## src/rtl/core/dbf_pkg.sv

```systemverilog
// Shared constants and types for the duplicate-rejecting bounded FIFO.
// No dependencies; used by dbf_key_ram and dedup_bounded_fifo.
`default_nettype none

package dbf_pkg;

	localparam int unsigned DEPTH_DEF = 16;
	localparam int unsigned KEY_W     = 16;
	localparam int unsigned CAP_W     = 5;
	localparam int unsigned FILL_W    = 5;
	localparam int unsigned STAT_W    = 2;

	localparam logic [CAP_W-1:0] CAP_RESET = 5'd16;

	// request codes
	localparam logic REQ_PUSH = 1'b0;
	localparam logic REQ_POP  = 1'b1;

	typedef enum logic [STAT_W-1:0] {
		ST_OK    = 2'd0,
		ST_FULL  = 2'd1,
		ST_DUP   = 2'd2,
		ST_EMPTY = 2'd3
	} status_t;

endpackage

`default_nettype wire

```

## src/rtl/core/dbf_key_ram.sv

```systemverilog
// Key store: one write port, one read port with registered read data.
// Depends on dbf_pkg for the key width.
`default_nettype none

module dbf_key_ram #(
	parameter int unsigned DEPTH = dbf_pkg::DEPTH_DEF,
	parameter int unsigned AW    = $clog2(DEPTH)
) (
	input  wire                           clk,
	input  wire                           wr_en,
	input  wire  [AW-1:0]                 wr_addr,
	input  wire  [dbf_pkg::KEY_W-1:0]     wr_data,
	input  wire  [AW-1:0]                 rd_addr,
	output logic [dbf_pkg::KEY_W-1:0]     rd_data
);

	logic [dbf_pkg::KEY_W-1:0] mem [DEPTH];
	logic [dbf_pkg::KEY_W-1:0] rd_data_q;

	always_ff @(posedge clk) begin
		if (wr_en) begin
			mem[wr_addr] <= wr_data;
		end
	end

	always_ff @(posedge clk) begin
		rd_data_q <= mem[rd_addr];
	end

	assign rd_data = rd_data_q;

endmodule

`default_nettype wire

```

## src/rtl/core/dedup_bounded_fifo.sv

```systemverilog
// Bounded FIFO of keys that refuses duplicate pushes; top level.
// Depends on dbf_pkg and dbf_key_ram (key store with registered read).
//
//   channel  signals                                   direction
//   in       in_valid/in_ready, req_type, item_key      into block
//   out      out_valid/out_ready, status, popped_key,   out of block
//            fill_count, head_key
//   cfg      cfg_wr_en, cfg_wr_data (capacity)          into block
//
// A push walks the held keys through the single compare unit, one key a
// cycle from the key store read port. Push states: CHECK, SCAN, APPEND,
// DONE; pop: CHECK, POPLD, DONE; refused push or empty pop: CHECK, DONE.
// A duplicate ends the walk early. in_ready is high only while idle.
// The result register lets the next item in while a result waits; the block
// stalls in its last step only if that register is still full.
// Reset clears pointer, count and head; the key store is not cleared.
`default_nettype none

module dedup_bounded_fifo #(
	parameter int unsigned DEPTH = dbf_pkg::DEPTH_DEF
) (
	input  wire                            clk,
	input  wire                            arst_n,
	input  wire                            in_valid,
	output logic                           in_ready,
	input  wire                            req_type,
	input  wire  [dbf_pkg::KEY_W-1:0]      item_key,
	output logic                           out_valid,
	input  wire                            out_ready,
	output logic [dbf_pkg::STAT_W-1:0]     status,
	output logic [dbf_pkg::KEY_W-1:0]      popped_key,
	output logic [dbf_pkg::FILL_W-1:0]     fill_count,
	output logic [dbf_pkg::KEY_W-1:0]      head_key,
	input  wire                            cfg_wr_en,
	input  wire  [dbf_pkg::CAP_W-1:0]      cfg_wr_data
);

	localparam int unsigned AW = $clog2(DEPTH);
	localparam int unsigned CW = $clog2(DEPTH + 1);
	localparam int unsigned LW = (CW > dbf_pkg::FILL_W) ? CW : dbf_pkg::FILL_W;

	typedef enum logic [5:0] {
		S_IDLE   = 6'b000001,
		S_CHECK  = 6'b000010,
		S_SCAN   = 6'b000100,
		S_APPEND = 6'b001000,
		S_POPLD  = 6'b010000,
		S_DONE   = 6'b100000
	} state_t;

	state_t                      state_q;
	logic [dbf_pkg::CAP_W-1:0]   cap_q;
	logic [AW-1:0]               rp_q;
	logic [CW-1:0]               count_q;
	logic [CW-1:0]               idx_q;
	logic                        pend_q;
	logic                        req_q;
	logic [dbf_pkg::KEY_W-1:0]   key_q;
	logic [dbf_pkg::KEY_W-1:0]   head_q;
	logic [dbf_pkg::KEY_W-1:0]   pop_q;
	dbf_pkg::status_t            stat_q;

	logic                        out_valid_q;
	dbf_pkg::status_t            out_stat_q;
	logic [dbf_pkg::KEY_W-1:0]   out_pop_q;
	logic [dbf_pkg::FILL_W-1:0]  out_fill_q;
	logic [dbf_pkg::KEY_W-1:0]   out_head_q;

	logic                        in_fire;
	logic                        out_load;
	logic                        full;
	logic [LW-1:0]               cap_ext;
	logic [LW-1:0]               limit;
	logic                        ram_we;
	logic [AW-1:0]               ram_waddr;
	logic [AW-1:0]               ram_raddr;
	logic [dbf_pkg::KEY_W-1:0]   ram_rdata;

	// (base + off) mod DEPTH, with off never above DEPTH
	function automatic logic [AW-1:0] slot(input logic [AW-1:0] base,
			input logic [CW-1:0] off);
		logic [CW:0] sum;
		sum = (CW+1)'(base) + (CW+1)'(off);
		if (sum >= (CW+1)'(DEPTH)) begin
			sum = sum - (CW+1)'(DEPTH);
		end
		return sum[AW-1:0];
	endfunction

	function automatic logic [AW-1:0] inc_ptr(input logic [AW-1:0] p);
		return (p == AW'(DEPTH - 1)) ? '0 : p + AW'(1);
	endfunction

	assign in_ready = (state_q == S_IDLE);
	assign in_fire  = in_valid && in_ready;
	assign out_load = (state_q == S_DONE) && (!out_valid_q || out_ready);

	assign cap_ext = LW'(cap_q);
	assign limit   = (cap_ext > LW'(DEPTH)) ? LW'(DEPTH) : cap_ext;
	assign full    = (LW'(count_q) >= limit);

	assign ram_we    = (state_q == S_APPEND);
	assign ram_waddr = slot(rp_q, count_q);

	always_comb begin
		case (state_q)
			S_CHECK: ram_raddr = inc_ptr(rp_q);
			default: ram_raddr = slot(rp_q, idx_q);
		endcase
	end

	dbf_key_ram #(
		.DEPTH (DEPTH),
		.AW    (AW)
	) u_ram (
		.clk     (clk),
		.wr_en   (ram_we),
		.wr_addr (ram_waddr),
		.wr_data (key_q),
		.rd_addr (ram_raddr),
		.rd_data (ram_rdata)
	);

	always_ff @(posedge clk or negedge arst_n) begin
		if (!arst_n) begin
			cap_q <= dbf_pkg::CAP_RESET;
		end else if (cfg_wr_en) begin
			cap_q <= cfg_wr_data;
		end
	end

	// payload holding registers
	always_ff @(posedge clk) begin
		if (in_fire) begin
			req_q <= req_type;
			key_q <= item_key;
		end
	end

	always_ff @(posedge clk or negedge arst_n) begin
		if (!arst_n) begin
			state_q <= S_IDLE;
			rp_q    <= '0;
			count_q <= '0;
			idx_q   <= '0;
			pend_q  <= 1'b0;
			head_q  <= '0;
			pop_q   <= '0;
			stat_q  <= dbf_pkg::ST_OK;
		end else begin
			case (state_q)
				S_IDLE: begin
					if (in_fire) begin
						state_q <= S_CHECK;
					end
				end
				S_CHECK: begin
					idx_q  <= '0;
					pend_q <= 1'b0;
					if (req_q == dbf_pkg::REQ_PUSH) begin
						pop_q <= '0;
						if (full) begin
							stat_q  <= dbf_pkg::ST_FULL;
							state_q <= S_DONE;
						end else begin
							state_q <= S_SCAN;
						end
					end else if (count_q == '0) begin
						pop_q   <= '0;
						stat_q  <= dbf_pkg::ST_EMPTY;
						state_q <= S_DONE;
					end else begin
						// read of the next head is issued this cycle
						stat_q  <= dbf_pkg::ST_OK;
						pop_q   <= head_q;
						rp_q    <= inc_ptr(rp_q);
						count_q <= count_q - CW'(1);
						state_q <= S_POPLD;
					end
				end
				S_SCAN: begin
					// compare the key read last cycle, issue the next read
					if (pend_q && (ram_rdata == key_q)) begin
						stat_q  <= dbf_pkg::ST_DUP;
						state_q <= S_DONE;
					end else if (idx_q < count_q) begin
						idx_q  <= idx_q + CW'(1);
						pend_q <= 1'b1;
					end else begin
						state_q <= S_APPEND;
					end
				end
				S_APPEND: begin
					stat_q  <= dbf_pkg::ST_OK;
					count_q <= count_q + CW'(1);
					if (count_q == '0) begin
						head_q <= key_q;
					end
					state_q <= S_DONE;
				end
				S_POPLD: begin
					head_q  <= ram_rdata;
					state_q <= S_DONE;
				end
				S_DONE: begin
					if (out_load) begin
						state_q <= S_IDLE;
					end
				end
				default: begin
					state_q <= S_IDLE;
				end
			endcase
		end
	end

	always_ff @(posedge clk or negedge arst_n) begin
		if (!arst_n) begin
			out_valid_q <= 1'b0;
		end else if (out_load) begin
			out_valid_q <= 1'b1;
		end else if (out_ready) begin
			out_valid_q <= 1'b0;
		end
	end

	always_ff @(posedge clk) begin
		if (out_load) begin
			out_stat_q <= stat_q;
			out_pop_q  <= pop_q;
			out_fill_q <= dbf_pkg::FILL_W'(LW'(count_q));
			out_head_q <= (count_q == '0) ? '0 : head_q;
		end
	end

	assign out_valid  = out_valid_q;
	assign status     = out_stat_q;
	assign popped_key = out_pop_q;
	assign fill_count = out_fill_q;
	assign head_key   = out_head_q;

	a_count_bound: assert property (@(posedge clk) disable iff (!arst_n)
		count_q <= CW'(DEPTH))
		else $error("fill count above depth");

	a_append_grows: assert property (@(posedge clk) disable iff (!arst_n)
		(state_q == S_APPEND) |=> (count_q == $past(count_q) + CW'(1)))
		else $error("append did not grow the fill count");

	a_rp_only_on_pop: assert property (@(posedge clk) disable iff (!arst_n)
		!((state_q == S_CHECK) && (req_q == dbf_pkg::REQ_POP) && (count_q != '0))
		|=> (rp_q == $past(rp_q)))
		else $error("read pointer moved without a pop");

	a_dup_needs_keys: assert property (@(posedge clk) disable iff (!arst_n)
		(out_load && (stat_q == dbf_pkg::ST_DUP)) |-> (count_q != '0))
		else $error("duplicate reported on an empty queue");

	a_busy_no_accept: assert property (@(posedge clk) disable iff (!arst_n)
		(state_q == S_SCAN) |-> !in_ready)
		else $error("input ready during key scan");

endmodule

`default_nettype wire

```

## config.mk

```make
export PLATFORM = sky130hd
export DESIGN_NAME = dedup_bounded_fifo
export DESIGN_NICKNAME = d
export VERILOG_FILES = /design/src/rtl/core/dbf_pkg.sv /design/src/rtl/core/dbf_key_ram.sv /design/src/rtl/core/dedup_bounded_fifo.sv
export SDC_FILE = /design/constraint.sdc
export NUM_CORES = 1
export LEC_CHECK = 0
export ABC_CLOCK_PERIOD_IN_PS = 10170
export BUFFER_PORTS_ARGS = -buffer_cell sky130_fd_sc_hd__buf_2
export CAP_MARGIN = 20
export CORE_MARGIN = 1
export CORE_UTILIZATION = 26
export DETAILED_ROUTE_END_ITERATION = 10
export PLACE_DENSITY_LB_ADDON = 0.15
export SYNTH_ARGS = -nofsm -noshare
export SYNTH_HDL_FRONTEND = slang
export SYNTH_SLANG_ARGS = --single-unit
```

## constraint.sdc

```tcl
create_clock -name clk -period 10.17 [get_ports clk]
set_clock_uncertainty 0.2 [all_clocks]
set_input_delay 1.5255 -clock clk [delete_from_list [all_inputs] [get_ports clk]]
set_output_delay 1.5255 -clock clk [all_outputs]
set_load 0.01 [all_outputs]
```

==> results.sh <==
export IMPL_outcome="complete, no violations"
export IMPL_cts_buffer_depth=3
export IMPL_post_cts_resized=0
export IMPL_antennaDiodeCount=0
export IMPL_clock_fmax_mhz=255
export IMPL_drcViolationCount=0
export IMPL_hold_ws_ns=0.249
export IMPL_cts_tree="built"
export IMPL_multiInputGateArea_sq_um=4040
export IMPL_tightest_slew_ns=1.07
export IMPL_vias=8172
export IMPL_syn_inst=902
export IMPL_gr_total_overflow=0
export IMPL_min_period_over_period=0.386
export IMPL_hold_viol=0
export IMPL_cts_sinks=389
export IMPL_start_kind="register"
export IMPL_syn_to_final_growth_pct=17.9
export IMPL_nets=1063
export IMPL_drv_slew=0
export IMPL_drt_first_pass_iters=5
export IMPL_async_flop_share=0.157
export IMPL_vias_per_cell=4.49
export IMPL_antenna_left=0
export IMPL_worst_slack_ns=6.25
export IMPL_r2r_slack_ns=6.25
export IMPL_rsz0062_at_grt="false"
export IMPL_dp_cells=1737
export IMPL_die_w_microns=246
export IMPL_final_seq_area_sq_um=11200
export IMPL_antenna_found_initial=0
export IMPL_initial_core_util=0.263
export IMPL_ios=68
export IMPL_wirelength_microns=38400
export IMPL_synth_yosys_seq_area_share=0.725
export IMPL_ys_types=56
export IMPL_finalSetupViolations=0
export IMPL_synth_ff_type="edfxtp_1"
export IMPL_syn_num_nets=952
export IMPL_track_usage=0.130
export IMPL_drt_iter0_drc=503
export IMPL_place_congestion=0.712
export IMPL_final_cell_mix="edfxtp_1, nand2_1, buf_2, dfrtp_1, clkbuf_16"
export IMPL_final_common_cell="edfxtp_1"
export IMPL_hold_buffers=0
export IMPL_port_buffers=67
export IMPL_worstPathRequired_ns=10.40
export IMPL_relSlewSlack=0.285
export IMPL_synth_area_leaders="edfxtp_1, dfrtp_1, mux4_2, mux2i_1, nand2_1"
export IMPL_synth_seq_cells=389
export IMPL_post_cts_buffers=0
export IMPL_die_y_microns=246
export IMPL_synth_top_area_frac=0.606
export IMPL_min_path_type="register to register"
export IMPL_grt_pass1_vias=8494
export IMPL_grt_pass1_wl_microns=57500
export IMPL_ir_drop_uv=215
export IMPL_yosysTopAreaCell="edfxtp_1"
export IMPL_critPathMaxFanout=49
export IMPL_die_area_sq_um=60500
export IMPL_path_clk_slew_ns=0.06
export IMPL_fin_crit_ns=3.92
export IMPL_synth_warnings=0
export IMPL_setup_tns_ns=0
export IMPL_cts_htree_levels=2
export IMPL_avgSynthCellArea_sq_um=17.1
export IMPL_synth_edf_count=312
export IMPL_grt_max_degree=62
export IMPL_final_instance_count_excl_fill=1822
export IMPL_worstSkewPairLatency_ns=0.59
export IMPL_syn_area_sq_um=15500
export IMPL_maxCapViolCount=0
export IMPL_place_detailed_hpwl_microns=22800
export IMPL_cts_made_buffers=44
export IMPL_pre_cts_slack_ns=6.18
export IMPL_post_drt_wl_per_cell_microns=21.1
export IMPL_arrival_ns=4.15
export IMPL_drive_above_1_share=0.210
export IMPL_total_leakage_power_uw=0.00660
export IMPL_power_density_nw_per_um2=299
export IMPL_core_area_sq_um=58900
export IMPL_critPathKind="register to register"
export IMPL_endpoint_kind="register"
export IMPL_cts_root_buf="clkbuf_16"
export IMPL_rows=89
export IMPL_num_fill_cells=5813
## flip-flops by register name (all words and copies together) (netlist names), 2 cells and up
name and cells:
u_ram.rd_data 16, cap_ext 5, head_key 16, rp_q 4, state_q 6, count_q 5, stat_q 2, u_ram.mem 256
pop_q 16, key_q 16, fill_count 5, popped_key 16, idx_q 5, status 2, head_q 16
## through the flow
stage | util | power (uW) | cell area (sq um)
3_5_place_dp | 0.286 | 4020 | 16800
6_report | 0.310 | 5460 | 18200
2_1_floorplan | - | 3510 | 15500
5_1_grt | 0.310 | 5790 | 18200
4_1_cts | 0.309 | 5560 | 18200
3_3_place_gp | 0.286 | 4020 | 16800
## power breakdown
group	leakage [uW]	total [uW]	switching, uW	internal, uW
clock network	0.000666	1510	645	867
logic	0.00217	1770	1000	768
registers	0.00376	2170	189	1980
## final cells by class
class	instances	area share
flip-flops and latches	389	0.615
clock inverters	23	0.00995
inverters	14	0.00288
clock buffers	59	0.0646
multi-input cells	463	0.221
well taps	773	0.0530
repair buffers	101	0.0331
## cells by family after synthesis
logic type / after synthesis / share of synthesized area
AOI/OAI and AO/OA: 138 / 0.0659
adders and majority gates: 23 / 0.0201
muxes: 88 / 0.0971
and+or+nand+nor: 180 / 0.0537
DFF: 389 / 0.725
buffers and inverters: 50 / 0.0187
xor gates and xnor gates: 34 / 0.0193
## critical path, stage by stage, from the launching register on
cell and delay (ns):
dfrtp_1 0.43, or4_4 0.58, o21ai_2 0.16, and2_4 0.63, buf_4 0.78, mux4_1 0.64, a22oi_1 0.21, o31ai_1 0.09
## synth_stat cells (3+ instances only)
library cell,count
nor2b_1,21
xnor2_1,12
nor3_1,6
buf_2,4
mux4_2,36
nor4_1,6
a211oi_1,3
dfxtp_1,16
inv_1,14
xor2_1,22
mux4_1,10
nor2_1,27
mux2_2,6
edfxtp_1,312
nand2_1,90
a22oi_1,23
ha_1,20
buf_8,3
dfrtp_1,59
a21o_1,11
o31ai_1,12
mux2i_1,36
a22o_1,17
nand3b_1,4
nand3_1,10
o21ai_0,26
buf_6,3
fa_1,3
a21oi_1,10
o211ai_1,4
clkbuf_1,21
nand2b_1,3
a32o_1,20
## path summary, 6_finish.rpt
check,end,start,depth (start not counted)
max,u_ram.rd_data[0],state_q[3],7
min,popped_key[10],pop_q[10],0
max reg2reg,u_ram.rd_data[0],state_q[3],7
min reg2reg,popped_key[10],pop_q[10],0
max in group asynchronous,head_q[8],arst_n,2
min in group asynchronous,count_q[0],arst_n,2
## routing by layer
metal  global-route usage  routed length, microns  vias to the layer above
met4               0.0417                     775                        0
met1                0.178                   18300                     4182
met2                0.210                   17900                      168
met5                    0                       0                        -
li1                     -                       -                     3772
met3               0.0222                    1470                       50
Note: power is estimated with default switching activity, not from simulation.
